**src/hw/rtl/bpn_pkg.sv**
```systemverilog
// bpn_pkg: shared types and codes for the benes permutation network
// no dependencies; imported by every module of the block
package bpn_pkg;

  typedef enum logic [1:0] {
    OP_LOAD  = 2'd0,
    OP_WRITE = 2'd1,
    OP_READ  = 2'd2
  } opcode_t;

  typedef enum logic [1:0] {
    ST_IDLE,
    ST_TRACE,
    ST_FETCH
  } state_t;

  typedef struct packed {
    logic wr_en;
    logic rd_en;
  } mem_ctl_t;

  localparam int unsigned SWITCH_BITS = 64;
  localparam int unsigned OUT_WIDTH   = 32;
  localparam int unsigned PORT_WIDTH  = 7;

endpackage

```
**src/hw/rtl/bpn_data_mem.sv**
```systemverilog
// bpn_data_mem: element store, one entry per input port
// uses bpn_pkg; contents are undefined until written
module bpn_data_mem import bpn_pkg::*; #(
  parameter int LOG_PORTS  = 7,
  parameter int DATA_WIDTH = 32
) (
  input  logic                  clk,
  input  mem_ctl_t              ctl,
  input  logic [LOG_PORTS-1:0]  wr_addr,
  input  logic [DATA_WIDTH-1:0] wr_data,
  input  logic [LOG_PORTS-1:0]  rd_addr,
  output logic [DATA_WIDTH-1:0] rd_data
);

  logic [DATA_WIDTH-1:0] mem [2**LOG_PORTS];
  logic [DATA_WIDTH-1:0] rdata_r;

  always_ff @(posedge clk) begin
    if (ctl.wr_en) begin
      mem[wr_addr] <= wr_data;
    end
    if (ctl.rd_en) begin
      rdata_r <= mem[rd_addr];
    end
  end

  assign rd_data = rdata_r;

endmodule

```
**config.mk**
```make
export PLATFORM = sky130hd
export DESIGN_NAME = bpn_data_mem
export DESIGN_NICKNAME = d
export VERILOG_FILES = /design/src/hw/rtl/bpn_pkg.sv /design/src/hw/rtl/bpn_data_mem.sv
export SDC_FILE = /design/constraint.sdc
export NUM_CORES = 2
export LEC_CHECK = 0
export BUFFER_PORTS_ARGS = -buffer_cell sky130_fd_sc_hd__clkbuf_2
export CORE_UTILIZATION = 25
export CTS_CLUSTER_SIZE = 14
export DETAILED_ROUTE_END_ITERATION = 7
export GPL_TIMING_DRIVEN = 0
export SYNTH_ARGS = -nofsm -noshare
export SYNTH_HDL_FRONTEND = slang
export SYNTH_SLANG_ARGS = --single-unit
```
**constraint.sdc**
```tcl
create_clock -name clk -period 4.1 [get_ports clk]
set_input_delay 0.82 -clock clk [delete_from_list [all_inputs] [get_ports clk]]
set_output_delay 0.82 -clock clk [all_outputs]
set_load 0.005 [all_outputs]
```
# Yosys cells after proc, flatten, opt, wreduce, memory -nomap -nowiden
# Memories as Yosys holds them, arrays and structs flattened. A register that Yosys moved wholly into a read port is not among the register bits.
# Index checks and enable logic that the tools add are counted.
# totals
regBits	0
ram_bits	4096
inputBits	49
wordCells	3
n_memories	1
# classes
n_mux	2
# mem_list
name	depth	word_bits	read_ports	rd_ports_with_merged_regs	wr	line	text
mem	128	32	1	1	1	bpn_data_mem.sv:15	logic [DATA_WIDTH-1:0] mem [2**LOG_PORTS];
# op_table
cell	n
2-to-1 mux 1 bit	2

# Depth between registers and ports, before layout
# depth
word_depth	2
ltp_mapped	8
depth_no_buf	4

# Worst setup path after synthesis
# Ideal clock, no wire load.
# synth_timing
path_kind	in2reg
from	in ctl[1] in the netlist's numbering
to	mem mem[98][0], enable pin
setup_ps	461
t_arrival_ps	3598
required_ps	3639
slack_ps	41
cell_stages	3
path_buffers	1
path_cell_list	clkbuf_1 > nand4_1 > nor3_1
# synth_between
elab_chain_len	2
# synth_lines
element	line	text
start, declared	bpn_data_mem.sv:8	input mem_ctl_t ctl,
2-to-1 mux 1 bit	bpn_data_mem.sv:19	if (ctl.wr_en) begin
2-to-1 mux 1 bit (implied by the code)	bpn_data_mem.sv:20	mem[wr_addr] <= wr_data;
end, declared	bpn_data_mem.sv:15	
# No other way between the ends.

==> flow_summary.toml <==
[run_status]
status = "finished clean"

[route]
route.detailed.drc = 0
drtPass1Iterations = 7
via_per_inst = 4.64
drtIter0Drc = 9721
drt-total-wl_microns = 426000
avgRoutedWirePerCell_microns = 27.6
ant_nets = 0
vias = 71659

[synth]
synthFlopType = "edfxtp_1"
async_reset_ff_share_pct = 0
syn_area_sq_um = 157000
synth_edf_count = 4128
synth_top_cell_area_share_pct = 79.2
syn_inst = 5990
synth_area_leaders = "edfxtp_1 (79%), mux4_2 (19%), clkbuf_1 (0.44%)"
ys_top_cells_by_count = "edfxtp_1 (4128), mux4_2 (1344), clkbuf_1 (182)"
yosysSeqAreaShare_pct = 79.2
yosys.area.top_type = "edfxtp_1"
ys_seq_elements = 4128
synth.most_common_cell = "edfxtp_1"
synth_cell_types = 16
syn-num-nets = 6039
yosysWarnings = 0
syn_avg_cell_area_sq_um = 26.1

[placed_design]
dp_hpwl_microns = 292000
port_buffers = 69
placed_area_sq_um = 173000
gp_congestion = 0.832

[layout]
nets = 6714
register_area_sq_um = 124000
drive_above_1_share_pct = 35.3
multi_input_area_sq_um = 32300
final_cell_area_sq_um = 186000
area_growth_pct = 19.1
nFillCells = 58860

[worst_setup_path]
crit_chain = "buf_2 > buf_2 > buf_2 > mux4_2 > mux4_2 > mux4_2 > mux2_2"
start_kind = "primary input"
r2r_cells = 4
crit_path_max_fanout = 10
slowest_stage = "buf_2"
worstPathRequired_ns = 4.77
worst-endpoint-arrival_ns = 4.77
critPathKind = "in -> reg"
max_stage_delay_ns = 0.77
critPathCaptureType = "flop"

[sta]
max_freq_ghz = 0.244
setup_viol = 0
worst_pin_slew_ns = 1.26
whs_ns = 0.199
slew_headroom_pct = 16.1
final-hold-violation-count = 0
finalClockSkew_ns = 0.0406
fin_crit_sh_pct = 99.9
fin_tns_setup_ns = 0
slew_viol_final = 0
period_needed_ns = 4.10

[min_path]
hold_depth = 1
hold_class = "in -> reg"

[die]
core_area_sq_um = 624000
die-height_microns = 793
die-area_sq_um = 630000
io_pins = 81
rows = 290
die_width_microns = 793
start_util_pct = 25.1

[clock_network]
ctsHoldBuffers = 0
cts_made_buffers = 413
clock_sinks = 4128
cts-root-buf = "clkbuf_16"
path_clk_slew_ns = 0.06
worst_skew_pair.late_latency_ns = 0.96
cts_tree = "yes"
htree_levels = 5
cts_buffer_depth = 4
cts_setup_buffers = 0

[power_and_ir_drop]
cellLeakagePower_nw = 55.4
power_density_nw_per_um2 = 479
total_power_mw = 89.3
vdd_drop_max_mv = 0.362

[grt]
grtUsageTotal_pct = 13.1
first_global_vias = 72458
grt_overflow = 0
grt_pass1_wl_microns = 584000
grt_start_max_net_pins = 129
antenna_found_initial = 93

[flow_run]
maxCapViolations = 0
==> per-stage QoR <==
step / std cells / utilization, % / worst slack (ns)
floorplan: 5990 / - / 0.0413
global placement: 14381 / 26.8 / -3.26
detailed placement: 14574 / 27.7 / -1.36
CTS: 15331 / 29.9 / -0.0185
global route: 15398 / 29.9 / -0.0199
finish: 15438 / 29.9 / 0.00373
==> power by group <==
part	internal [mW]	switching, mW
Sequential	46.7	0.0499
Clock	21.8	15.9
Combinational	1.80	3.17
Total	70.2	19.1
==> critical path, delay by kind of cell <==
family	cells	cell delay, ns
muxes	4	2.28
buffers and inverters	3	1.61
==> path summary, 6_finish.rpt <==
check / from / end / slack, ns
setup / recovery: rd_addr[0] / rd_data[24] / 0.004
hold / removal: wr_data[8] / mem[75][8] / 0.20
setup reg to reg: mem[119][18] / rd_data[18] / 1.16
hold reg to reg: mem[76][11] / rd_data[11] / 1.29
==> what timing repair did <==
item | CTS | global route
gates cloned | 0 | 0
resized for setup | 37 | 8
setup endpoints to repair | 32 | 28
hold endpoints to repair | 0 | 0
==> layer usage <==
layer | wire length [microns] | vias up | global-route usage [%] | share of wire [%]
met3 | 44300 | 639 | 3.79 | 10
li1 | - | 27956 | - | -
met4 | 14500 | 34 | 4.38 | 3.4
met2 | 201000 | 3500 | 20.9 | 47
met1 | 166000 | 39530 | 17.2 | 39
met5 | 373 | - | 0.151 | 0.088
==> logic make-up (layout without fill, tap and decap cells) <==
kind of cell	Yosys count	count (layout)	share of synthesized area, %
DFF	4128	4128	79.2
muxes	1376	1376	19.6
buffers and inverters	316	1333	0.837
other	0	109	0
and+or+nand+nor	170	170	0.445
==> layout make-up <==
type / count / share of cell area, %
diodes: 109 / 0.146
plain buffers: 314 / 0.790
clock buffers: 501 / 5.78
clock inverters: 256 / 1.41
multi-input cells: 1546 / 17.3
flip-flops and latches: 4128 / 66.5
well taps: 8322 / 5.58
repair buffers: 262 / 2.52
==> registers in the layout, summed over array words and instances, names as in the netlist <==
signal	flops
mem	4096
rd_data	32
==> cells in the final DEF (no fill, tap or decap), drive strengths merged <==
cell,count
mux4,1344
nor2b,7
nor2,122
nand2b,2
clkinv,181
clkdlybuf4s15,14
clkbuf,755
edfxtp,4128
mux2,32
diode,109
bufinv,49
inv,12
nand3,12
nand4,3
clkinvlp,14
buf,308
nor3,9
nand2,14
or3,1
No activity file was read; power rests on OpenSTA's default activity.
