==> config.mk <==
export PLATFORM = sky130hd
export DESIGN_NAME = bpn_tracer
export DESIGN_NICKNAME = d
export VERILOG_FILES = /design/src/hw/rtl/bpn_pkg.sv /design/src/hw/rtl/bpn_tracer.sv
export SDC_FILE = /design/constraint.sdc
export NUM_CORES = 1
export LEC_CHECK = 0
export BUFFER_PORTS_ARGS = -buffer_cell sky130_fd_sc_hd__buf_2
export CAP_MARGIN = 15
export CELL_PAD_IN_SITES_DETAIL_PLACEMENT = 1
export CELL_PAD_IN_SITES_GLOBAL_PLACEMENT = 1
export CORE_AREA = 2 2 143 145
export CTS_CLUSTER_SIZE = 14
export DETAILED_ROUTE_END_ITERATION = 6
export DIE_AREA = 0 0 145 147
export GPL_ROUTABILITY_DRIVEN = 0
export MAX_ROUTING_LAYER = met4
export PLACE_DENSITY_LB_ADDON = 0.08
export SYNTH_ARGS = -nofsm -noshare
export SYNTH_HDL_FRONTEND = slang
export SYNTH_SLANG_ARGS = --single-unit
==> constraint.sdc <==
create_clock -name clk -period 11.5 [get_ports clk]
set_input_delay 1.725 -clock clk [delete_from_list [all_inputs] [get_ports clk]]
set_output_delay 1.725 -clock clk [all_outputs]
set_load 0.02 [all_outputs]
==> src/hw/rtl/bpn_pkg.sv <==
// bpn_pkg: shared types and codes for the benes permutation network
// no dependencies; imported by every module of the block
package bpn_pkg;

  typedef enum logic [1:0] {
    OP_LOAD  = 2'd0,
    OP_WRITE = 2'd1,
    OP_READ  = 2'd2
  } opcode_t;

  typedef enum logic [1:0] {
    ST_IDLE,
    ST_TRACE,
    ST_FETCH
  } state_t;

  typedef struct packed {
    logic wr_en;
    logic rd_en;
  } mem_ctl_t;

  localparam int unsigned SWITCH_BITS = 64;
  localparam int unsigned OUT_WIDTH   = 32;
  localparam int unsigned PORT_WIDTH  = 7;

endpackage

==> src/hw/rtl/bpn_tracer.sv <==
// bpn_tracer: request decode and back-trace sequencer, one stage per cycle
// uses bpn_pkg; drives bpn_switch_mem and bpn_data_mem, holds the result register
module bpn_tracer import bpn_pkg::*; #(
  parameter int LOG_PORTS     = 7,
  parameter int ELEMENT_WIDTH = 32
) (
  input  logic                                    clk,
  input  logic                                    rst_n,
  input  logic                                    in_valid,
  output logic                                    in_ready,
  input  logic [1:0]                              in_opcode,
  input  logic [3:0]                              in_stage,
  input  logic [SWITCH_BITS-1:0]                  in_switch_word,
  input  logic [PORT_WIDTH-1:0]                   in_port,
  input  logic [OUT_WIDTH-1:0]                    in_element,
  output logic                                    out_valid,
  input  logic                                    out_ready,
  output logic [OUT_WIDTH-1:0]                    out_value,
  output logic [PORT_WIDTH-1:0]                   out_port,
  output mem_ctl_t                                sw_ctl,
  output logic [$clog2(2*LOG_PORTS-1)-1:0]        sw_wr_addr,
  output logic [SWITCH_BITS-1:0]                  sw_wr_data,
  output logic [$clog2(2*LOG_PORTS-1)-1:0]        sw_rd_addr,
  input  logic [SWITCH_BITS-1:0]                  sw_rd_data,
  output mem_ctl_t                                dm_ctl,
  output logic [LOG_PORTS-1:0]                    dm_wr_addr,
  output logic [((ELEMENT_WIDTH < 32) ? ELEMENT_WIDTH : 32)-1:0] dm_wr_data,
  output logic [LOG_PORTS-1:0]                    dm_rd_addr,
  input  logic [((ELEMENT_WIDTH < 32) ? ELEMENT_WIDTH : 32)-1:0] dm_rd_data
);

  localparam int PW  = LOG_PORTS;
  localparam int NS  = 2 * LOG_PORTS - 1;
  localparam int SAW = $clog2(NS);
  localparam int DW  = (ELEMENT_WIDTH < 32) ? ELEMENT_WIDTH : 32;
  localparam logic [SAW-1:0] LAST_STAGE = SAW'(NS - 1);

  state_t                state_r, state_nxt;
  logic [SAW-1:0]        cnt_r, cnt_nxt;
  logic [PW-1:0]         pos_r, pos_nxt;
  logic [PORT_WIDTH-1:0] port_r, port_nxt;
  logic                  out_valid_r, out_valid_nxt;
  logic [OUT_WIDTH-1:0]  out_value_r, out_value_nxt;
  logic [PORT_WIDTH-1:0] out_port_r, out_port_nxt;

  opcode_t       op;
  logic          stage_ok;
  logic [PW-1:0] port_m;
  logic [5:0]    bidx;
  logic [PW-1:0] sw_pos;
  logic [PW-1:0] pos_step;
  logic          out_load;

  // position before the inter-stage wiring of level lvl, given position after it
  function automatic logic [PW-1:0] wire_back(input logic [PW-1:0] p,
                                              input logic [SAW-1:0] lvl);
    int            lg;
    logic          unshuf;
    logic [PW-1:0] r;
    if (int'(lvl) < PW - 1) begin
      lg     = PW - int'(lvl);
      unshuf = 1'b1;
    end else if (int'(lvl) == PW - 1) begin
      lg     = 2;
      unshuf = 1'b1;
    end else begin
      lg     = int'(lvl) - PW + 3;
      unshuf = 1'b0;
    end
    for (int i = 0; i < PW; i++) begin
      if (i >= lg) begin
        r[i] = p[i];
      end else if (unshuf) begin
        r[i] = (i == 0) ? p[lg-1] : p[(i + PW - 1) % PW];
      end else begin
        r[i] = (i == lg - 1) ? p[0] : p[(i + 1) % PW];
      end
    end
    return r;
  endfunction

  assign op       = opcode_t'(in_opcode);
  assign stage_ok = 5'(in_stage) < 5'(NS);
  assign port_m   = PW'(in_port);

  assign bidx     = 6'(pos_r >> 1);
  assign sw_pos   = pos_r ^ PW'(sw_rd_data[bidx]);
  assign pos_step = (cnt_r != '0) ? wire_back(sw_pos, cnt_r - 1'b1) : sw_pos;

  assign sw_wr_addr = SAW'(in_stage);
  assign sw_wr_data = in_switch_word;
  assign dm_wr_addr = port_m;
  assign dm_wr_data = in_element[DW-1:0];
  assign dm_rd_addr = pos_step;

  // output decode
  always_comb begin
    in_ready   = 1'b0;
    sw_ctl     = '0;
    dm_ctl     = '0;
    sw_rd_addr = LAST_STAGE;
    out_load   = 1'b0;
    unique case (state_r)
      ST_IDLE: begin
        in_ready = 1'b1;
        if (in_valid) begin
          unique case (op)
            OP_LOAD:  sw_ctl.wr_en = stage_ok;
            OP_WRITE: dm_ctl.wr_en = 1'b1;
            OP_READ:  sw_ctl.rd_en = 1'b1;
            default: ;
          endcase
        end
      end
      ST_TRACE: begin
        if (cnt_r != '0) begin
          sw_ctl.rd_en = 1'b1;
          sw_rd_addr   = cnt_r - 1'b1;
        end else begin
          dm_ctl.rd_en = 1'b1;
        end
      end
      ST_FETCH: out_load = !out_valid_r || out_ready;
      default: ;
    endcase
  end

  // next state
  always_comb begin
    state_nxt = state_r;
    unique case (state_r)
      ST_IDLE:  if (in_valid && op == OP_READ) state_nxt = ST_TRACE;
      ST_TRACE: if (cnt_r == '0) state_nxt = ST_FETCH;
      ST_FETCH: if (out_load) state_nxt = ST_IDLE;
      default:  state_nxt = ST_IDLE;
    endcase
  end

  // datapath next values
  always_comb begin
    cnt_nxt       = cnt_r;
    pos_nxt       = pos_r;
    port_nxt      = port_r;
    out_valid_nxt = out_valid_r && !out_ready;
    out_value_nxt = out_value_r;
    out_port_nxt  = out_port_r;
    if (state_r == ST_IDLE && in_valid && op == OP_READ) begin
      cnt_nxt  = LAST_STAGE;
      pos_nxt  = port_m;
      port_nxt = PORT_WIDTH'(port_m);
    end else if (state_r == ST_TRACE) begin
      cnt_nxt = cnt_r - 1'b1;
      pos_nxt = pos_step;
    end
    if (out_load) begin
      out_valid_nxt = 1'b1;
      out_value_nxt = OUT_WIDTH'(dm_rd_data);
      out_port_nxt  = port_r;
    end
  end

  always_ff @(posedge clk) begin
    if (!rst_n) begin
      state_r     <= ST_IDLE;
      out_valid_r <= 1'b0;
    end else begin
      state_r     <= state_nxt;
      out_valid_r <= out_valid_nxt;
    end
  end

  always_ff @(posedge clk) begin
    cnt_r       <= cnt_nxt;
    pos_r       <= pos_nxt;
    port_r      <= port_nxt;
    out_value_r <= out_value_nxt;
    out_port_r  <= out_port_nxt;
  end

  assign out_valid = out_valid_r;
  assign out_value = out_value_r;
  assign out_port  = out_port_r;

`ifndef SYNTHESIS
  a_read_starts: assert property (@(posedge clk) disable iff (!rst_n)
    (in_valid && in_ready && in_opcode == OP_READ) |=>
      (state_r == ST_TRACE && cnt_r == LAST_STAGE))
    else $error("read request did not start a trace at the last stage");

  a_trace_ends: assert property (@(posedge clk) disable iff (!rst_n)
    (state_r == ST_TRACE && cnt_r == '0) |=> (state_r == ST_FETCH))
    else $error("trace did not move to element fetch after stage zero");

  a_fetch_loads: assert property (@(posedge clk) disable iff (!rst_n)
    (state_r == ST_FETCH && (!out_valid_r || out_ready)) |=>
      (out_valid_r && state_r == ST_IDLE && out_port_r == $past(port_r)))
    else $error("element fetch did not load the result register");

  a_no_mem_clash: assert property (@(posedge clk) disable iff (!rst_n)
    !(sw_ctl.wr_en && sw_ctl.rd_en) && !(dm_ctl.wr_en && dm_ctl.rd_en))
    else $error("memory read and write issued in the same cycle");
`endif

endmodule

# Word-level counts from Yosys, hierarchy flattened

Index checks and enable logic that the tools add are counted.

Bits in registers: 60
Output and inout port bits: 163
Input bits: 209
Word-level logic and storage cells: 103

$add $sub $neg: 5
Reduce and logical (&&, ||, !) cells: 14
Order comparisons: 11
Bitwise logic cells: 1
Mux-type cells: 52
Eq/ne operators: 13

Operator list:

| kind                                                               | count |
|---|---|
| greater-or-equal comparator 4 x 32 -> 1 bit (first input constant) | 3 |
| == test 3 x 32 -> 1 bit (first input constant)                     | 2 |
| == test 4 x 32 -> 1 bit (first input constant)                     | 2 |
| greater-or-equal comparator 3 x 32 -> 1 bit (first input constant) | 2 |
| 2-to-1 mux 32 bit                                                  | 2 |
| 2-to-1 mux 1 bit                                                   | 37 |
| == test 2 x 32 -> 1 bit (first input constant)                     | 1 |
| greater-or-equal comparator 1 x 32 -> 1 bit (first input constant) | 1 |
| greater-or-equal comparator 2 x 32 -> 1 bit (first input constant) | 1 |
| zero test 32 bit                                                   | 1 |
| less-than comparator 32 x 5 -> 1 bit (second input constant)       | 1 |
| subtractor 32 x 2 -> 32 bit (second input constant)                | 1 |
| 2-to-1 mux 7 bit                                                   | 3 |
| 2-to-1 mux 2 bit                                                   | 4 |
| 2-to-1 mux 4 bit                                                   | 2 |
| less-than comparator 6 x 7 -> 1 bit (second input constant)        | 1 |
| XOR 7 x 1 -> 7 bit                                                 | 1 |
| adder 5 x 3 -> 6 bit (second input constant)                       | 1 |
| binary-select mux 1 bit (select 6 bit)                             | 1 |
| != test 2 bit (second input constant)                              | 3 |
| one-hot mux 2 bit (3 select lines)                                 | 1 |
| subtractor 3 x 4 -> 5 bit (first input constant)                   | 1 |
| subtractor 4 x 3 -> 5 bit (second input constant)                  | 1 |
| == test 2 x 1 -> 1 bit (second input constant)                     | 2 |
| 15 further kinds                                                   | 21 |

# Logic depth before layout (Yosys ltp)

Word-level depth: 14
Depth in mapped cells: 23
Gate-level depth less buffers: 20

# Worst setup path after synthesis

OpenSTA, ideal clock, no wires.

Path type: reg-to-output
Start point: reg cnt_r[0]
End point: out dm_rd_addr[4]
Cell stages (with the launch flop): 24
Arrival: 4.838 ns
Path buffers: 3
Required time: 9.775 ns
Setup slack: 4.937 ns
Cell sequence: dfxtp_1 buf_2 inv_1 ha_1 buf_2 xor2_2 a211o_1 buf_6 nor2_1 a21oi_1 inv_1 ha_1 and3_1 nand2_1 ha_1 nor4b_1 nand4_1 nor2_1 o21a_1 nand4_1 o21ai_0 nand2_1 mux2_2 o31ai_1

Cells in the longest elaborated chain, start to end: 11
Elaborated cells between the ends (all ways): 18
Classes of those cells: add/sub: 5; order compare: 2; eq/ne: 2; mux: 8; reduce/logical: 1

Ends and longest elaborated chain:

| what                        | line              | text |
|---|---|---|
| from (decl)                 | bpn_tracer.sv:39  | `logic [SAW-1:0] cnt_r, cnt_nxt;` |
| from (signal assigned)      | bpn_tracer.sv:173 | `cnt_r <= cnt_nxt;` |
| subtractor 4 x 1 -> 4 bit   | bpn_tracer.sv:88  | `assign pos_step = (cnt_r != '0) ? wire_back(sw_pos, cnt_r - 1'b1) : sw_pos;` |
| subtractor 4 x 3 -> 5 bit   | bpn_tracer.sv:67  | `lg = int'(lvl) - PW + 3;` |
| adder 5 x 3 -> 6 bit        | bpn_tracer.sv:67  |  |
| 2-to-1 mux 32 bit           | bpn_tracer.sv:63  | `end else if (int'(lvl) == PW - 1) begin` |
| 2-to-1 mux 32 bit           | bpn_tracer.sv:60  | `if (int'(lvl) < PW - 1) begin` |
| subtractor 32 x 2 -> 32 bit | n/a               |  |
| == test 4 x 32 -> 1 bit     | bpn_tracer.sv:76  | `r[i] = (i == lg - 1) ? p[0] : p[(i + 1) % PW];` |
| 2-to-1 mux 1 bit            | bpn_tracer.sv:76  |  |
| 2-to-1 mux 1 bit            | bpn_tracer.sv:73  | `end else if (unshuf) begin` |
| 2-to-1 mux 1 bit            | bpn_tracer.sv:71  | `if (i >= lg) begin` |
| 2-to-1 mux 7 bit (*)        | bpn_tracer.sv:88  |  |
| to (decl)                   | bpn_tracer.sv:28  | `output logic [LOG_PORTS-1:0] dm_rd_addr,` |

Mark *: on every way between the ends. The rest lies on a longest branch, timed or not.

# Final worst setup path

Ends and elaborated chain as after synthesis.

==> impl_metrics.ini <==
[sta]
slew_viol_final = 0
rsz0062_at_grt = no
fin_skew_ns = 0.009059
slew_headroom = 0.2560
timing.fmax_ghz = 0.1245
setup_viol = 0
tightest_slew_ns = 1.114
tns_ns = 0
final-hold-violation-count = 0
finalCritPeriodShare = 0.6983
min_period_ns = 8.030
setup_ws_ns = 3.470

[yosys]
ys_seq_area_frac = 0.3772
syn_area_per_cell_um2 = 10.55
synth_flop_cell = edfxtp_1
synth_cell_types = 62
async_reset_ff_frac = 0
yosysMostFrequentCell = buf_4
synth_top_cell_area_share = 0.3467
synth_top_area_cell = edfxtp_1
syn-num-nets = 659
syn_inst = 435
synth_area_leaders = edfxtp_1 (35%), buf_4 (17%), mux2i_1 (6.5%)
synth_edf_count = 53
synth_common_cells = buf_4 (107), edfxtp_1 (53), mux2i_1 (30)
yosys_warnings = 0
synth-seq-cells = 60
syn-cell-area_um2 = 4591

[die]
pin_count = 372
die_w_um = 145
rows = 52
start_util = 0.2313
dieHeight_um = 147
die_area_um2 = 21320
design.core.area_um2 = 19840

[critical_path]
ff2ff_setup_slack_ns = 5.59
crit_chain = inv_1 -> ha_1 -> nor2_1 -> a211o_1 -> nor2_1 -> a21oi_1 -> inv_1 -> ha_1 -> and3_1 -> nand2_1 -> ha_1 -> nor4b_1 -> nand4_1 -> nor2_1 -> o21a_1 -> nand4_1 -> o21ai_0 -> nand2_1 -> mux2_2 -> o31ai_1 -> buf_2
startpoint_type = flop
crit_fanout = 15
r2r_start = cnt_r[0]
worstPathArrival_ns = 6.31
crit_path_top_delay_cell = dfxtp_1
endpoint_kind = output pin
slowest_delay_ns = 0.66
critical_path_class = reg -> out
required_ns = 9.78
startpoint = cnt_r[0]

[pwr]
p_seq_frac = 0.194
power_frac_comb = 0.651
swShare = 0.4704
intPower_uw = 877.2
peakVddDrop_mv = 0.1277
switchingPower_uw = 779.2
leakage_uw = 0.002239
clock_power_share = 0.155
powerDensity_nw_per_um2 = 316.3

[cts]
cts.sinks = 60
holdBufCountCts = 0
cts_tree = built
cts_buffer_depth = 2
cts_resized = 0
clkLatencyLatePin_ns = 0.33
numCtsBuffers = 9
htree_num_levels = 3
postCtsSetupRepairBufs = 0
clock-root-buffer = clkbuf_16
clkSlewWorstSetupHoldPaths_ns = 0.05

[placed_design]
place_ws_ns = 3.904
dpl.hpwl_um = 11670
portBuffers = 179

[global_route]
grt_pass1_wl_um = 21930
overflow = 0
grt_max_degree = 40
grt_use_total = 0.1380
antenna_found_initial = 0
grt_pass1_vias = 3690

[run_status]
status = finished clean

[hold_path]
hp-start = port_r[3]
min_path_type = reg -> reg

[routing]
via_per_inst = 4.462
drc = 0
postRouteAntennaNets = 0
drt_first_pass_iters = 4
wirelength_um = 14490
avgRoutedWirePerCell_um = 18.60
first_iter_violations = 99
vias = 3476

[final_layout]
diodes = 0
area_growth_pct = 14.06
drive_gt1_frac = 0.4420
nets = 728

[run]
maxCapViolCount = 0
-- final cells by class --
class,instances,area (um^2)
multi-input combinational,241,1931
timing repair buffer,181,910.9
clock buffer,10,229.0
clock inverter,6,55.05
fill,2280,14610
inverter,11,41.29
sequential,60,1732
tap,270,337.8
-- cell usage in the layout (no fill, tap or decap), drive strengths merged, types with 4 or more instances in the layout --
| cell | count |
|---|---|
| a22oi | 5 |
| a31oi | 7 |
| nor2b | 4 |
| a211oi | 4 |
| buf | 181 |
| nor3 | 6 |
| o211ai | 5 |
| nand3 | 13 |
| clkinv | 4 |
| nor2 | 23 |
| mux2i | 31 |
| o21ai | 15 |
| nand4 | 6 |
| nand2b | 4 |
| a21oi | 10 |
| mux2 | 11 |
| and2 | 6 |
| xnor2 | 4 |
| clkbuf | 10 |
| inv | 11 |
| ha | 15 |
| dfxtp | 7 |
| nand2 | 27 |
| mux4 | 6 |
| edfxtp | 53 |
-- path summary, 6_finish.rpt --
check             depth (start not counted)            end
hold / removal                            0    out_port[3]
setup / recovery                         21  dm_rd_addr[4]
setup reg to reg                         20       pos_r[1]
hold reg to reg                           0    out_port[3]
-- critical path: cells and delay by family, from the launching register on --
| kind | cells | cell delay, ns |
|---|---|---|
| multiplexers | 1 | 0.30 |
| AND/OR/NAND/NOR | 9 | 1.39 |
| adder cells (fa/ha/maj) | 3 | 1.08 |
| flip-flops | 1 | 0.66 |
| AO/OA/AOI/OAI | 5 | 1.92 |
| buffers and inverters | 3 | 0.61 |
-- power by group through the flow --
stage / Sequential [uW] / Combinational (uW) / Clock (uW)
2_1_floorplan: 290 / 874 / 0
3_3_place_gp: 328 / 1090 / 0
3_5_place_dp: 328 / 1090 / 0
4_1_cts: 324 / 1100 / 266
5_1_grt: 329 / 1180 / 276
6_report: 322 / 1080 / 257
-- kinds of logic after synthesis --
kind of cell | share of synthesized area
buffers and inverters | 0.2039
AND/OR/NAND/NOR | 0.1167
AO/OA/AOI/OAI | 0.1077
flip-flops | 0.3772
multiplexers | 0.1284
adder cells (fa/ha/maj) | 0.04088
XOR/XNOR | 0.02535
-- flip-flops by register name (all words and copies together), names as in the netlist --
signal     flops
cnt_r          4
out_port       7
out_valid      1
out_value     32
port_r         7
pos_r          7
state_r        2
-- layer usage --
metal,GRT usage,vias up,share of wire
met4,0.06535,0,0.036
met2,0.2188,160,0.47
met5,-,-,0
li1,-,1615,-
met3,0.04907,85,0.073
met1,0.1563,1616,0.42
-- metrics by stage --
| step | total power [uW] | cell area [um^2] | hold WS (ns) | cells | util |
|---|---|---|---|---|---|
| after detailed placement | 1420 | 4952 | 0.4052 | 763 | 0.2496 |
| final | 1656 | 5236 | 0.4157 | 779 | 0.2639 |
| after global placement | 1419 | 4952 | 0.4020 | 763 | 0.2496 |
| after global routing | 1789 | 5236 | 0.4196 | 779 | 0.2639 |
| after CTS | 1687 | 5236 | 0.4154 | 779 | 0.2639 |
| after floorplan | 1164 | 4591 | 0.4003 | 435 | - |
Power figures use the tool's default switching activity.
