### config.mk
export PLATFORM = sky130hd
export DESIGN_NAME = bpn_switch_mem
export DESIGN_NICKNAME = d
export VERILOG_FILES = /design/src/hw/rtl/bpn_pkg.sv /design/src/hw/rtl/bpn_switch_mem.sv
export SDC_FILE = /design/constraint.sdc
export NUM_CORES = 1
export LEC_CHECK = 0
export BUFFER_PORTS_ARGS = -buffer_cell sky130_fd_sc_hd__clkbuf_2
export CAP_MARGIN = 20
export CORE_MARGIN = 8
export CORE_UTILIZATION = 40
export DETAILED_ROUTE_END_ITERATION = 8
export GPL_TIMING_DRIVEN = 0
export SYNTH_ARGS = -nofsm -noshare
export SYNTH_HDL_FRONTEND = slang
export SYNTH_SLANG_ARGS = --single-unit
### constraint.sdc
create_clock -name clk -period 16 [get_ports clk]
set_input_delay 3.2 -clock clk [delete_from_list [all_inputs] [get_ports clk]]
set_output_delay 3.2 -clock clk [all_outputs]
set_load 0.05 [all_outputs]
### src/hw/rtl/bpn_pkg.sv
// bpn_pkg: shared types and codes for the benes permutation network
// no dependencies; imported by every module of the block
package bpn_pkg;

  typedef enum logic [1:0] {
    OP_LOAD  = 2'd0,
    OP_WRITE = 2'd1,
    OP_READ  = 2'd2
  } opcode_t;

  typedef enum logic [1:0] {
    ST_IDLE,
    ST_TRACE,
    ST_FETCH
  } state_t;

  typedef struct packed {
    logic wr_en;
    logic rd_en;
  } mem_ctl_t;

  localparam int unsigned SWITCH_BITS = 64;
  localparam int unsigned OUT_WIDTH   = 32;
  localparam int unsigned PORT_WIDTH  = 7;

endpackage

### src/hw/rtl/bpn_switch_mem.sv
// bpn_switch_mem: switch setting memory, one 64-bit word per stage
// uses bpn_pkg; per-stage valid bits make unloaded stages read as straight
module bpn_switch_mem import bpn_pkg::*; #(
  parameter int NUM_STAGES = 13
) (
  input  logic                                  clk,
  input  logic                                  rst_n,
  input  mem_ctl_t                              ctl,
  input  logic [$clog2(NUM_STAGES)-1:0]         wr_addr,
  input  logic [SWITCH_BITS-1:0]                wr_data,
  input  logic [$clog2(NUM_STAGES)-1:0]         rd_addr,
  output logic [SWITCH_BITS-1:0]                rd_data
);

  logic [SWITCH_BITS-1:0] mem [NUM_STAGES];
  logic [NUM_STAGES-1:0]  valid_r;
  logic [SWITCH_BITS-1:0] rdata_r;
  logic                   rvalid_r;

  always_ff @(posedge clk) begin
    if (ctl.wr_en) begin
      mem[wr_addr] <= wr_data;
    end
    if (ctl.rd_en) begin
      rdata_r <= mem[rd_addr];
    end
  end

  always_ff @(posedge clk) begin
    if (!rst_n) begin
      valid_r  <= '0;
      rvalid_r <= 1'b0;
    end else begin
      if (ctl.wr_en) begin
        valid_r[wr_addr] <= 1'b1;
      end
      if (ctl.rd_en) begin
        rvalid_r <= valid_r[rd_addr];
      end
    end
  end

  assign rd_data = rvalid_r ? rdata_r : '0;

endmodule

# Word level (Yosys, flattened, before mapping)

Memories as Yosys holds them, arrays and structs flattened. A register that Yosys moved wholly into a read port is not among the register bits.
Cells that the tools add are included.

$add $sub $neg: 0
Multipliers: 0
Div/mod/pow operators: 0
Magnitude comparators: 3
Equality and inequality tests: 0
Shifts and indexed selects: 0
Muxes and demuxes: 7
Bitwise logic cells: 1
Reductions and logical operators: 1

Operators with widths:

| kind                                                                   | count |
|---|---|
| 64-bit 2-to-1 mux                                                      | 1 |
| 13-bit bitwise OR                                                      | 1 |
| 4-bit by 5-bit < comparator with 1-bit output (second input constant)  | 2 |
| 1-bit binary-select mux with 4-bit select                              | 1 |
| 1-bit demux with 4-bit select                                          | 1 |
| 4-bit by 1-bit >= comparator with 1-bit output (second input constant) | 1 |
| 1-bit 2-to-1 mux                                                       | 4 |
| 1-bit logical AND                                                      | 1 |

Flip-flop bits (word level): 14
Bits in latches: 0
Memory bits (writable): 832
ROM bits: 0
Memories: 1

Memory list:

| name | depth | width | read ports | clocked after Yosys merged registers in | write ports | line                 | text |
|---|---|---|---|---|---|---|---|
| mem  | 13    | 64    | 1          | 1                                       | 1           | bpn_switch_mem.sv:15 | `logic [SWITCH_BITS-1:0] mem [NUM_STAGES];` |

# Longest topological paths before layout

Gate-level depths: netlist (run 1).

Depth in word-level cells: 5
Mapped depth: 6

# Worst setup path after synthesis (run 1)

Ideal clock, no wire load.

Path kind: input to register
Start: input wr_addr[2]
End: memory mem[0][0], enable pin
Library setup time: 0.568 ns
Arrival: 8.114 ns
Data required time: 15.432 ns
Slack: 7.318 ns
Stages on the path: 2
Buffers on the path: 0
Path through: or3b_2 nor3_1

RTL lines:

| what            | line                 | text |
|---|---|---|
| start, declared | bpn_switch_mem.sv:9  | `input logic [$clog2(NUM_STAGES)-1:0] wr_addr,` |
| end, declared   | bpn_switch_mem.sv:15 |  |

Straight into the memory's write port.

# Final worst setup path (run 1)

Start: register rvalid_r
End: output rd_data[14]

Word-level cells in the longest chain between the ends: 1

RTL lines:

| what                   | line                 | text |
|---|---|---|
| start, declared        | bpn_switch_mem.sv:18 | `logic rvalid_r;` |
| start signal, assigned | bpn_switch_mem.sv:38 | `rvalid_r <= valid_r[rd_addr];` |
| 64-bit 2-to-1 mux      | bpn_switch_mem.sv:43 | `assign rd_data = rvalid_r ? rdata_r : '0;` |
| end, declared          | bpn_switch_mem.sv:12 | `output logic [SWITCH_BITS-1:0] rd_data` |

No other way between the ends.

==> results of run 1 <==
per-stage QoR:
stage,instance area (sq um),worst slack (ns),hold WS [ns],power [mW],instances
global placement,36200,1.92,0.442,3.02,2767
finish,40300,10.05,0.468,5.04,3000
detailed placement,37400,10.28,0.455,3.03,2831
CTS,40300,9.89,0.469,5.09,2998
global route,40300,9.91,0.482,5.19,2998
floorplan,34100,7.32,0.435,2.91,1488
cells by family after synthesis:
logic type / after synthesis / synth area share, %
DFF: 910 / 79.6
AOI/OAI and AO/OA: 145 / 2.48
and+or+nand+nor: 91 / 1.58
buffers and inverters: 83 / 1.44
muxes: 259 / 14.9
final timing paths:
path | end | slack, ns
worst min-delay path | valid_r[12]$_SDFFE_PN0P_ | 0.47
worst max register to register | rdata_r[33]$_DFFE_PP_ | 14.47
worst max-delay path | rd_data[14] | 10.05
worst min register to register | valid_r[12]$_SDFFE_PN0P_ | 0.47
area by class of cell:
class | instances | area, sq um | share of cell area, %
diodes | 2 | 5.00 | 0.0124
multi-input cells | 495 | 6550 | 16.2
plain buffers | 83 | 493 | 1.22
clock buffers | 113 | 2440 | 6.07
well taps | 1144 | 1430 | 3.55
clock inverters | 54 | 447 | 1.11
flip-flops and latches | 910 | 27200 | 67.5
repair buffers | 199 | 1750 | 4.35
sequential cells by signal, summed over array words and instances (netlist names):
signal    cells
mem         832
rdata_r      64
valid_r      13
rvalid_r      1
Yosys cell counts, drive strengths merged:
| cell | n | area [sq um] |
|---|---|---|
| a211oi | 1 | 7.51 |
| a21oi | 65 | 325 |
| and2 | 64 | 400 |
| buf | 56 | 392 |
| clkbuf | 27 | 101 |
| dfxtp | 14 | 280 |
| edfxtp | 896 | 26900 |
| mux2i | 64 | 641 |
| mux4 | 195 | 4430 |
| nand2 | 2 | 7.51 |
| nand2b | 4 | 25.0 |
| nand3 | 1 | 5.00 |
| nand3b | 2 | 15.0 |
| nor2 | 9 | 33.8 |
| nor2b | 2 | 12.5 |
| nor3 | 4 | 20.0 |
| o21a | 13 | 97.6 |
| o221ai | 1 | 8.76 |
| o22ai | 64 | 400 |
| o311ai | 1 | 8.76 |
| or2 | 2 | 12.5 |
| or3b | 1 | 8.76 |
layer usage:
metal | vias to the layer above | share of wire (%) | track usage (%)
li1 | 6898 | - | -
met1 | 8581 | 42 | 22.9
met2 | 554 | 50 | 28.0
met3 | 127 | 6.4 | 3.66
met4 | 6 | 2.4 | 4.31
met5 | - | 0.051 | 0
power by group:
part           switching (mW)  total, mW  internal [mW]
sequential             0.0121       2.69           2.68
clock                   0.885       2.07           1.18
combinational           0.179      0.283          0.104
total                    1.08       5.04           3.97
worst max-delay path, delay by kind of cell (launching register included):
kind,cells,cell delay (ns)
buffers and inverters,3,1.36
AND/OR/NAND/NOR,1,0.32
flip-flops,1,0.42
==> qor_table.md, run 1 <==
| Group | Metric | This run |
| --- | --- | --- |
| die | Count of standard-cell rows | 107 |
| critical path | Largest fanout of any net on the critical path | 10 |
| clock network | Maximum clock path buffer count | 3 |
| critical path | List of cells traversed by the critical path | clkbuf_1 -> clkbuf_1 -> and2_1 -> clkbuf_2 |
| drt | Average wire per cell in the routed design | 26.8 um |
| critical path | Critical R2R Launch | mem[11][33]$_DFFE_PP_ |
| critical path | Critical Path Source | rvalid_r$_SDFFE_PN0P_ |
| grt | Antenna violations before repair | 6 |
| drt | Wirelength, routed | 80400 um |
| clock network | Clock Sinks | 910 |
| die | Area of the die | 94900 sq um |
| cells and area | Syn-to-layout area delta | 18.1% |
| timing | Number of hold-slack violations in the final timing report | 0 |
| flow run | Max-Cap Viols | 0 |
| synthesis | Warnings from Yosys | 0 |
| timing | Max transition margin | 31.9% |
| timing | Worst Max-Slew Pin Slew | 1.02 ns |
| min path | Class of the most critical hold timing path | reg2reg |
| pwr | Leakage | 13.1 nW |
| timing | RSZ-0062 raised after global routing | no |
| clock network | Clock buffer count from CTS | 93 |
| pwr | Ratio of total power to cell area | 125 nW/um^2 |
| placed design | Final Wtd Congestion | 0.700 |
| cells and area | Core Util, Final | 47.5% |
| critical path | Critical path data required time | 12.80 ns |
| die | Area of the core | 84900 sq um |
| synthesis | Net count after synthesis | 1564 |
| drt | Initial DRT Pass Iterations | 5 |
| synthesis | Synth unique cells | 27 |
| min path | Worst hold stages | 1 |
| synthesis | Yosys reg bits | 910 |
| timing | Clock Skews | 0.0206 ns |
| grt | Wire length of the first global-routing pass | 118000 um |
| clock network | Latest clock arrival within the worst-skew pair | 0.64 ns |
| synthesis | Avg Inst Size Synth | 22.9 sq um |
| timing | Highest clock rate | 168 MHz |
| cells and area | Number of nets at the end of the flow | 1858 |
| critical path | Type of the worst setup path | reg2out |
| clock network | Post-CTS Hold Buffers | 0 |
| placed design | Post-DP HPWL | 52300 um |
| cells and area | Top library cells by usage in the layout, fill and taps aside | sky130_fd_sc_hd__edfxtp_1, sky130_fd_sc_hd__mux4_2, sky130_fd_sc_hd__clkbuf_2 |
| timing | Total of endpoints with negative setup slack in the final report | 0 |
| critical path | Kind of start point of the critical path | register |
| cells and area | Share of final-layout standard cells stronger than drive strength 1 | 31.3% |
| die | Height of the die | 308 um |
| critical path | Stage delay of the slowest cell on the critical path | 0.59 ns |
| grt | Maximum number of pins on one net before global-route repair | 50 |
| synthesis | Share of the yosys chip area belonging to registers | 79.6% |
| drt | Final ANT Viol Nets | 0 |
| critical path | Cell type with the highest occurrence count on the critical path | sky130_fd_sc_hd__clkbuf_1 |
| timing | Final worst path period share | 37.2% |
| cells and area | Most frequent standard cell in the layout excluding fill and tap cells | sky130_fd_sc_hd__edfxtp_1 |
| min path | Worst hold path startpoint | valid_r[12]$_SDFFE_PN0P_ |
| run status | Status | completed |
| critical path | Length in cells of the worst reg-to-reg path | 3 |
| drt | Detailed router's first-iteration violation count | 1668 |
| clock network | Post-cts sizing count | 0 |
| clock network | Register clock-pin slew on the reported worst setup and hold paths | 0.06 ns |
| synthesis | Synthesized cell area | 34100 sq um |
| clock network | CTS tree | done |
| synthesis | Cell count after synthesis | 1488 |
| timing | Final slew viol count | 0 |
| die | Effective utilization at floorplan | 40.2% |
| drt | Total vias in the final route | 16200 |
| die | Die X-Extent | 308 um |
| grt | Remaining global-route overflow | 0 |
| clock network | Level count of the clock H-tree | 3 |
| die | # IOs | 140 |
| clock network | Post-CTS repair timing setup buffer count | 0 |
| timing | Final min period | 5.95 ns |
| critical path | Slowest stage cell, crit path | sky130_fd_sc_hd__clkbuf_1 |
| placed design | Number of buffers added on ports | 135 |
| grt | Global-route total usage across every layer | 16.9% |
| timing | TNS Setup | 0 ns |
| pwr | Maximum VDD drop | 84.6 uV |
| critical path | CP arrival | 2.75 ns |
| critical path | Type of destination of the critical path | output port |
| drt | # DRC | 0 |
| drt | Avg Vias per Cell | 5.39 |
| grt | Via count of the first global-routing pass | 17200 |
| cells and area | Fillers | 6971 |
| clock network | Clock root buffer | sky130_fd_sc_hd__clkbuf_16 |
No activity file was read; power rests on OpenSTA's default activity.
==> run 2: changes to the inputs <==
ABC_AREA = 1   (was not set)
clock period = 5.9 ns   (was 16 ns; I/O delays follow)
==> qor_table.md, run 2 <==
| Group | Metric | This run | Delta |
| --- | --- | --- | --- |
| cells and area | Register bank with the most flops | mem | unchanged |
| synthesis | Simple-gate share of the synthesized area | 8.87% | was 1.58% |
| synthesis | Share of flip-flops with an asynchronous set or reset after synthesis | 0% | unchanged |
| synthesis | Adder-cell share of the synthesized area | 0% | unchanged |
| cells and area | Final standard cell count with taps included and fillers excluded | 4198 | was 3000 |
| critical path | Critical path data required time | 4.72 ns | was 12.80 ns |
| drt | # DRC | 0 | unchanged |
| critical path | R2R Path End | rdata_r[13]$_DFFE_PP_ | was rdata_r[33]$_DFFE_PP_ |
| synthesis | Leading area contributor after synthesis | sky130_fd_sc_hd__edfxtp_1 | unchanged |
| timing | Number of hold-slack violations in the final timing report | 0 | unchanged |
| timing | Total of endpoints with negative setup slack in the final report | 0 | unchanged |
| min path | Class of the most critical hold timing path | reg2reg | unchanged |
| pwr | Leakage | 14.1 nW | was 13.1 nW |
| die | # IOs | 140 | unchanged |
| critical path | Length in cells of the worst reg-to-reg path | 4 | was 3 |
| cells and area | Flip-flop count of the largest register, all copies and words added | 832 | unchanged |
| cells and area | Number of nets at the end of the flow | 3024 | was 1858 |
| critical path | Largest fanout of any net on the critical path | 10 | unchanged |
| placed design | Post-DP HPWL | 69600 um | was 52300 um |
| die | Area of the core | 88200 sq um | was 84900 sq um |
| synthesis | Post-synthesis compound-gate area fraction | 10.9% | was 2.48% |
| placed design | Cell count after placement | 4018 | was 2831 |
| clock network | Clock buffer count from CTS | 93 | unchanged |
| synthesis | Net count after synthesis | 2760 | was 1564 |
| cells and area | Most frequent standard cell in the layout excluding fill and tap cells | sky130_fd_sc_hd__edfxtp_1 | unchanged |
| clock network | Level count of the clock H-tree | 3 | unchanged |
| pwr | Maximum VDD drop | 226 uV | was 84.6 uV |
| synthesis | Top_reg_cell synth | sky130_fd_sc_hd__edfxtp_1 | unchanged |
| cells and area | Syn-to-layout area delta | 16.5% | was 18.1% |
| clock network | Register clock-pin slew on the reported worst setup and hold paths | 0.06 ns | about the same |
| clock network | CTS tree | done | unchanged |
| critical path | Critical Path Source | rvalid_r$_SDFFE_PN0P_ | unchanged |
| timing | Final min period | 4.48 ns |  |
| placed design | Final Wtd Congestion | 0.820 | was 0.700 |
| clock network | Post-CTS Hold Buffers | 0 | unchanged |
| grt | Global-route total usage across every layer | 20.6% | was 16.9% |
| clock network | Post-CTS repair timing setup buffer count | 0 | unchanged |
| synthesis | Avg Inst Size Synth | 13.2 sq um | was 22.9 sq um |
| timing | Final worst path period share | 75.9% |  |
| cells and area | Largest registers | mem x832, rdata_r x64, valid_r x13 | unchanged |
| timing | Final slew viol count | 0 | unchanged |
| timing | Worst Max-Slew Pin Slew | 1.21 ns | was 1.02 ns |
| clock network | Post-cts sizing count | 0 | unchanged |
| grt | Wire length of the first global-routing pass | 151000 um | was 118000 um |
| synthesis | Synth top cells by count | sky130_fd_sc_hd__edfxtp_1, sky130_fd_sc_hd__nor2_1, sky130_fd_sc_hd__o21ai_0, sky130_fd_sc_hd__o211ai_1, sky130_fd_sc_hd__nand2_1 | was sky130_fd_sc_hd__edfxtp_1, sky130_fd_sc_hd__mux4_2, sky130_fd_sc_hd__a21oi_1 |
| drt | Wirelength, routed | 104000 um | was 80400 um |
| drt | Total vias in the final route | 22900 | was 16200 |
| drt | Initial DRT Pass Iterations | 8 | was 5 |
| critical path | Critical R2R Launch | mem[10][13]$_DFFE_PP_ | was mem[11][33]$_DFFE_PP_ |
| pwr | Ratio of total power to cell area | 337 nW/um^2 | was 125 nW/um^2 |
| run status | Status | completed | unchanged |
| synthesis | Dominant combinational cell family by area after synthesis | compound AO/OA/AOI/OAI gates | was multiplexers |
| drt | Final ANT Viol Nets | 0 | unchanged |
| synthesis | Yosys reg bits | 910 | unchanged |
| clock network | Latest clock arrival within the worst-skew pair | 0.65 ns | was 0.64 ns |
| grt | Maximum number of pins on one net before global-route repair | 42 | was 50 |
| cells and area | Share of final-layout standard cells stronger than drive strength 1 | 12.4% | was 31.3% |
| critical path | Type of the worst setup path | reg2out | unchanged |
| die | Count of standard-cell rows | 109 | was 107 |
| synthesis | Cell count after synthesis | 2684 | was 1488 |
| timing | RSZ-0062 raised after global routing | no | unchanged |
| die | Die X-Extent | 314 um | was 308 um |
| drt | Detailed router's first-iteration violation count | 2395 | was 1668 |
| synthesis | Synth unique cells | 24 | was 27 |
| pwr | Total power consumption of the routed design | 13.9 mW | was 5.04 mW |
| clock network | Maximum clock path buffer count | 3 | unchanged |
| critical path | Type of destination of the critical path | output port | unchanged |
| synthesis | Synth Area in XOR/XNOR | 0% | unchanged |
| flow run | Max-Cap Viols | 0 | unchanged |
| critical path | Kind of start point of the critical path | register | unchanged |
| drt | Avg Vias per Cell | 5.46 | was 5.39 |
| die | Effective utilization at floorplan | 40.3% | was 40.2% |
| timing | Highest clock rate | 223 MHz |  |
| critical path | Endpoint of the worst setup timing path | rd_data[61] | was rd_data[14] |
| grt | Remaining global-route overflow | 0 | unchanged |
| grt | Via count of the first global-routing pass | 22600 | was 17200 |
| die | Height of the die | 314 um | was 308 um |
| die | Area of the die | 98600 sq um | was 94900 sq um |
| synthesis | Count leader, synth | sky130_fd_sc_hd__edfxtp_1 | unchanged |
| timing | Clock Skews | 0.0239 ns | was 0.0206 ns |
| synthesis | Top post-synthesis cells by area | sky130_fd_sc_hd__edfxtp_1, sky130_fd_sc_hd__nor2_1, sky130_fd_sc_hd__o21ai_0 | was sky130_fd_sc_hd__edfxtp_1, sky130_fd_sc_hd__mux4_2, sky130_fd_sc_hd__mux2i_1 |
| placed design | Number of buffers added on ports | 137 | was 135 |
| clock network | Clock root buffer | sky130_fd_sc_hd__clkbuf_16 | unchanged |
| timing | Max transition margin | 19.1% | was 31.9% |
| synthesis | Number of flops mapped to enable cells by yosys | 896 | unchanged |
| synthesis | Portion of netlist area occupied by mux cells | 0% | was 14.9% |
| grt | Antenna violations before repair | 8 | was 6 |
| synthesis | Fraction of post-synthesis cell area in the top cell type by area | 75.7% | was 78.8% |
| synthesis | Synthesized cell area | 35500 sq um | was 34100 sq um |
| synthesis | Warnings from Yosys | 0 | unchanged |
| clock network | Clock Sinks | 910 | unchanged |
| critical path | CP arrival | 3.30 ns | was 2.75 ns |
| synthesis | Share of the yosys chip area belonging to registers | 76.5% | was 79.6% |
| critical path | Minimum setup slack among reg-to-reg paths | 4.40 ns | was 14.47 ns |
| cells and area | Top library cells by usage in the layout, fill and taps aside | sky130_fd_sc_hd__edfxtp_1, sky130_fd_sc_hd__nor2_1, sky130_fd_sc_hd__o21ai_0 | was sky130_fd_sc_hd__edfxtp_1, sky130_fd_sc_hd__mux4_2, sky130_fd_sc_hd__clkbuf_2 |
| drt | Average wire per cell in the routed design | 24.8 um | was 26.8 um |
-- run 2: worst max-delay path: stages (launching register included) --
cell and delay [ns]:
sky130_fd_sc_hd__dfxtp_1 0.32, sky130_fd_sc_hd__clkbuf_1 0.65, sky130_fd_sc_hd__clkbuf_1 0.96, sky130_fd_sc_hd__nand2_1 0.29, sky130_fd_sc_hd__inv_1 0.13, sky130_fd_sc_hd__clkbuf_2 0.28
-- run 2: per-layer routing --
metal / track usage, % / wire length (um) / vias up / share of wire [%]
li1: - / - / 10300 / -
met5: 0 / 10 / - / 0.0096
met2: 34.1 / 50000 / 978 / 48
met3: 3.87 / 7960 / 165 / 7.7
met1: 27.0 / 42600 / 11500 / 41
met4: 7.18 / 3460 / 2 / 3.3
-- run 2: area by class of cell --
cell class	instances	area, sq um
Timing Repair Buffer	169	1370
Clock buffer	126	2570
Fill cell	7678	46800
Inverter	113	427
Multi-Input combinational cell	1483	7130
Antenna cell	7	17.5
Tap cell	1165	1460
Buffer	178	881
Clock inverter	47	362
Sequential cell	910	27200
-- run 2: worst min-delay path by stage --
stage	from	to	slack [ns]	cells after the start
3_5_place_dp	valid_r[3]$_SDFFE_PN0P_	valid_r[3]$_SDFFE_PN0P_	0.46	1
6_report	valid_r[6]$_SDFFE_PN0P_	valid_r[6]$_SDFFE_PN0P_	0.47	2
3_3_place_gp	valid_r[0]$_SDFFE_PN0P_	valid_r[0]$_SDFFE_PN0P_	0.45	1
5_1_grt	valid_r[12]$_SDFFE_PN0P_	valid_r[12]$_SDFFE_PN0P_	0.49	1
4_1_cts	valid_r[3]$_SDFFE_PN0P_	valid_r[3]$_SDFFE_PN0P_	0.47	1
2_1_floorplan	valid_r[11]$_SDFFE_PN0P_	valid_r[11]$_SDFFE_PN0P_	0.44	2
-- run 2: per-stage QoR --
step | TNS [ns] | utilization, % | hold slack, ns | setup WS, ns | instance area (sq um)
floorplan | 0 | - | 0.440 | 1.24 | 35500
global placement | -1154.99 | 42.7 | 0.449 | -1.61 | 37700
detailed placement | 0 | 43.6 | 0.458 | 2.16 | 38400
CTS | 0 | 46.9 | 0.472 | 1.46 | 41400
global route | 0 | 46.9 | 0.493 | 1.39 | 41400
finish | 0 | 46.9 | 0.472 | 1.42 | 41400
-- run 2: kinds of logic (layout without fill, tap and decap cells) --
| kind of cell | count (synthesis) | after routing |
|---|---|---|
| flip-flops | 910 | 910 |
| AO/OA/AOI/OAI | 677 | 677 |
| other | 0 | 7 |
| AND/OR/NAND/NOR | 806 | 806 |
| buffers and inverters | 291 | 633 |
-- run 2: power breakdown --
group | total [mW] | internal [mW] | switching (mW) | leakage, nW
logic | 0.960 | 0.235 | 0.725 | 4.42
registers | 7.31 | 7.27 | 0.0362 | 8.26
clock network | 5.68 | 3.26 | 2.42 | 1.43
total | 13.9 | 10.8 | 3.18 | 14.1
==> run 3: changes to the inputs <==
clock period = 4.2 ns   (was 5.9 ns; I/O delays follow)
==> qor_table.md, run 3 (synthesis gave the netlist of run 2 again) <==
| Group | Metric | This run | Delta |
| --- | --- | --- | --- |
| grt | Global-route total usage across every layer | 20.5% | was 20.6% |
| critical path | Stage delay of the slowest cell on the critical path | 0.92 ns | was 0.96 ns |
| die | Height of the die | 314 um | unchanged |
| clock network | Post-cts sizing count | 0 | unchanged |
| critical path | List of cells traversed by the critical path | clkbuf_1 -> clkbuf_1 -> nand2_1 -> inv_1 -> clkbuf_2 | unchanged |
| grt | Wire length of the first global-routing pass | 151000 um | about the same |
| pwr | Sequential share of power | 51.4% | was 52.4% |
| drt | Average wire per cell in the routed design | 24.8 um | about the same |
| pwr | Ratio of total power to cell area | 481 nW/um^2 | was 337 nW/um^2 |
| critical path | Cell type with the highest occurrence count on the critical path | sky130_fd_sc_hd__clkbuf_1 | unchanged |
| timing | Max transition margin | 23.6% | was 19.1% |
| pwr | Maximum VDD drop | 310 uV | was 226 uV |
| die | Area of the core | 88200 sq um | unchanged |
| clock network | Level count of the clock H-tree | 3 | unchanged |
| die | Die X-Extent | 314 um | unchanged |
| placed design | Post-Place Cell Area | 38400 sq um | about the same |
| cells and area | Footprint of the multi-input gates | 7130 sq um | unchanged |
| cells and area | Flip-flop count of the largest register, all copies and words added | 832 | unchanged |
| critical path | Slowest stage cell, crit path | sky130_fd_sc_hd__clkbuf_1 | unchanged |
| timing | Final min period | 4.09 ns |  |
| critical path | Type of the worst setup path | reg2out | unchanged |
| clock network | Clock Sinks | 910 | unchanged |
| critical path | Kind of start point of the critical path | register | unchanged |
| clock network | Post-CTS Hold Buffers | 0 | unchanged |
| timing | Highest clock rate | 244 MHz |  |
| grt | Via count of the first global-routing pass | 23100 | was 22600 |
| grt | Maximum number of pins on one net before global-route repair | 42 | unchanged |
| cells and area | Number of nets at the end of the flow | 3025 | was 3024 |
| drt | Wirelength, routed | 104000 um | about the same |
| critical path | Length in cells of the worst reg-to-reg path | 4 | unchanged |
| placed design | Final Wtd Congestion | 0.808 | was 0.820 |
| clock network | Clock buffer count from CTS | 94 | was 93 |
| placed design | Number of buffers added on ports | 137 | unchanged |
| clock network | Maximum clock path buffer count | 3 | unchanged |
| critical path | Type of destination of the critical path | output port | unchanged |
| drt | # DRC | 0 | unchanged |
| cells and area | Top library cells by usage in the layout, fill and taps aside | sky130_fd_sc_hd__edfxtp_1, sky130_fd_sc_hd__nor2_1, sky130_fd_sc_hd__o21ai_0 | unchanged |
| timing | RSZ-0062 raised after global routing | no | unchanged |
| clock network | Register clock-pin slew on the reported worst setup and hold paths | 0.06 ns | about the same |
| drt | Total vias in the final route | 22900 | about the same |
| critical path | CP arrival | 3.25 ns | was 3.30 ns |
| timing | Worst setup margin | 0.110 ns | was 1.42 ns |
| min path | Class of the most critical hold timing path | reg2reg | unchanged |
| pwr | Clock network fraction of design power | 41.8% | was 40.7% |
| critical path | Largest fanout of any net on the critical path | 10 | unchanged |
| die | # IOs | 140 | unchanged |
| cells and area | Seq. cell area | 27200 sq um | unchanged |
| drt | Detailed router's first-iteration violation count | 2523 | was 2395 |
| timing | Clock Skews | 0.0165 ns | was 0.0239 ns |
| pwr | Logic gate share of total power | 6.8% | was 6.9% |
| drt | Final ANT Viol Nets | 0 | unchanged |
| placed design | Setup Slack @ Placement | 0.789 ns | was 2.16 ns |
| cells and area | Final non-filler cell area | 41500 sq um | was 41400 sq um |
| cells and area | Register bank with the most flops | mem | unchanged |
| run status | Status | completed | unchanged |
| drt | Initial DRT Pass Iterations | 5 | was 8 |
| cells and area | Share of final-layout standard cells stronger than drive strength 1 | 12.8% | was 12.4% |
| clock network | Clock root buffer | sky130_fd_sc_hd__clkbuf_16 | unchanged |
| cells and area | Most frequent standard cell in the layout excluding fill and tap cells | sky130_fd_sc_hd__edfxtp_1 | unchanged |
| drt | Avg Vias per Cell | 5.47 | was 5.46 |
| timing | Worst Max-Slew Pin Slew | 1.15 ns | was 1.21 ns |
| clock network | Post-CTS repair timing setup buffer count | 0 | unchanged |
| die | Count of standard-cell rows | 109 | unchanged |
| critical path | Critical path data required time | 3.36 ns | was 4.72 ns |
| timing | Final worst path period share | 97.4% |  |
| clock network | Latest clock arrival within the worst-skew pair | 0.65 ns | about the same |
| placed design | Post-DP HPWL | 69500 um | was 69600 um |
| timing | Number of hold-slack violations in the final timing report | 0 | unchanged |
| die | Effective utilization at floorplan | 40.3% | unchanged |
| pwr | P_int | 15.4 mW | was 10.8 mW |
| cells and area | Syn-to-layout area delta | 16.9% | was 16.5% |
| pwr | Switch share | 22.7% | was 22.8% |
| pwr | Leakage | 14.2 nW | was 14.1 nW |
| grt | Antenna violations before repair | 9 | was 8 |
| cells and area | Largest registers | mem x832, rdata_r x64, valid_r x13 | unchanged |
| flow run | Max-Cap Viols | 0 | unchanged |
| min path | Worst hold stages | 1 | was 2 |
| die | Area of the die | 98600 sq um | unchanged |
| timing | Total of endpoints with negative setup slack in the final report | 0 | unchanged |
| cells and area | Fillers | 7656 | was 7678 |
| pwr | Net load switching power | 4.52 mW | was 3.18 mW |
| timing | Final slew viol count | 0 | unchanged |
| clock network | CTS tree | done | unchanged |
| grt | Remaining global-route overflow | 0 | unchanged |
## run 3: cell types whose count changed in the layout (fill, tap and decap cells not counted), sizes merged
cell and delta:
clkbuf -12, bufinv +5, clkinvlp +5, diode -2, clkinv -1, inv +1
## run 3: layout make-up
class                           instances  share of cell area, %
Buffer                                178                   2.12
Timing Repair Buffer                  169                   3.30
Inverter                              113                   1.03
Sequential cell                       910                   65.4
Multi-Input combinational cell       1483                   17.2
Clock buffer                          114                   6.10
Clock inverter                         57                   1.32
Tap cell                             1165                   3.51
Antenna cell                            5                 0.0301
## run 3: layer usage
metal | global-route usage, % | routed length, um | up-vias
li1 | - | - | 10300
met1 | 26.5 | 41800 | 11400
met2 | 34.4 | 50100 | 988
met3 | 3.46 | 7900 | 196
met4 | 8.14 | 3910 | 4
met5 | 0 | 25 | -
## run 3: worst max-delay path: cells and delay by family (launching register included)
kind	cells	cell delay [ns]
buffers and inverters	4	1.99
flip-flops	1	0.32
AND/OR/NAND/NOR	1	0.28
## run 3: per-stage QoR
stage	power [mW]	hold slack [ns]	utilization [%]	TNS (ns)	instances
CTS	20.0	0.451	47.1	0	4189
floorplan	11.2	0.440	-	-50.58	2684
global placement	11.7	0.448	42.7	-1533.77	3986
detailed placement	11.8	0.459	43.6	0	4018
finish	20.0	0.471	47.1	0	4194
global route	20.5	0.468	47.1	0	4189
## run 3: power groups by stage
stage	registers (mW)	clock network, mW	logic [mW]
after floorplan	10.5	0	0.707
after global placement	10.5	0	1.28
after detailed placement	10.5	0	1.35
after CTS	10.3	8.42	1.35
after global routing	10.3	8.75	1.45
final	10.3	8.35	1.35
## run 3: worst paths after layout
check	slack, ns	start	to
setup reg to reg	2.70	mem[10][13]$_DFFE_PP_	rdata_r[13]$_DFFE_PP_
hold / removal	0.47	valid_r[3]$_SDFFE_PN0P_	valid_r[3]$_SDFFE_PN0P_
hold reg to reg	0.47	valid_r[3]$_SDFFE_PN0P_	valid_r[3]$_SDFFE_PN0P_
setup / recovery	0.11	rvalid_r$_SDFFE_PN0P_	rd_data[62]
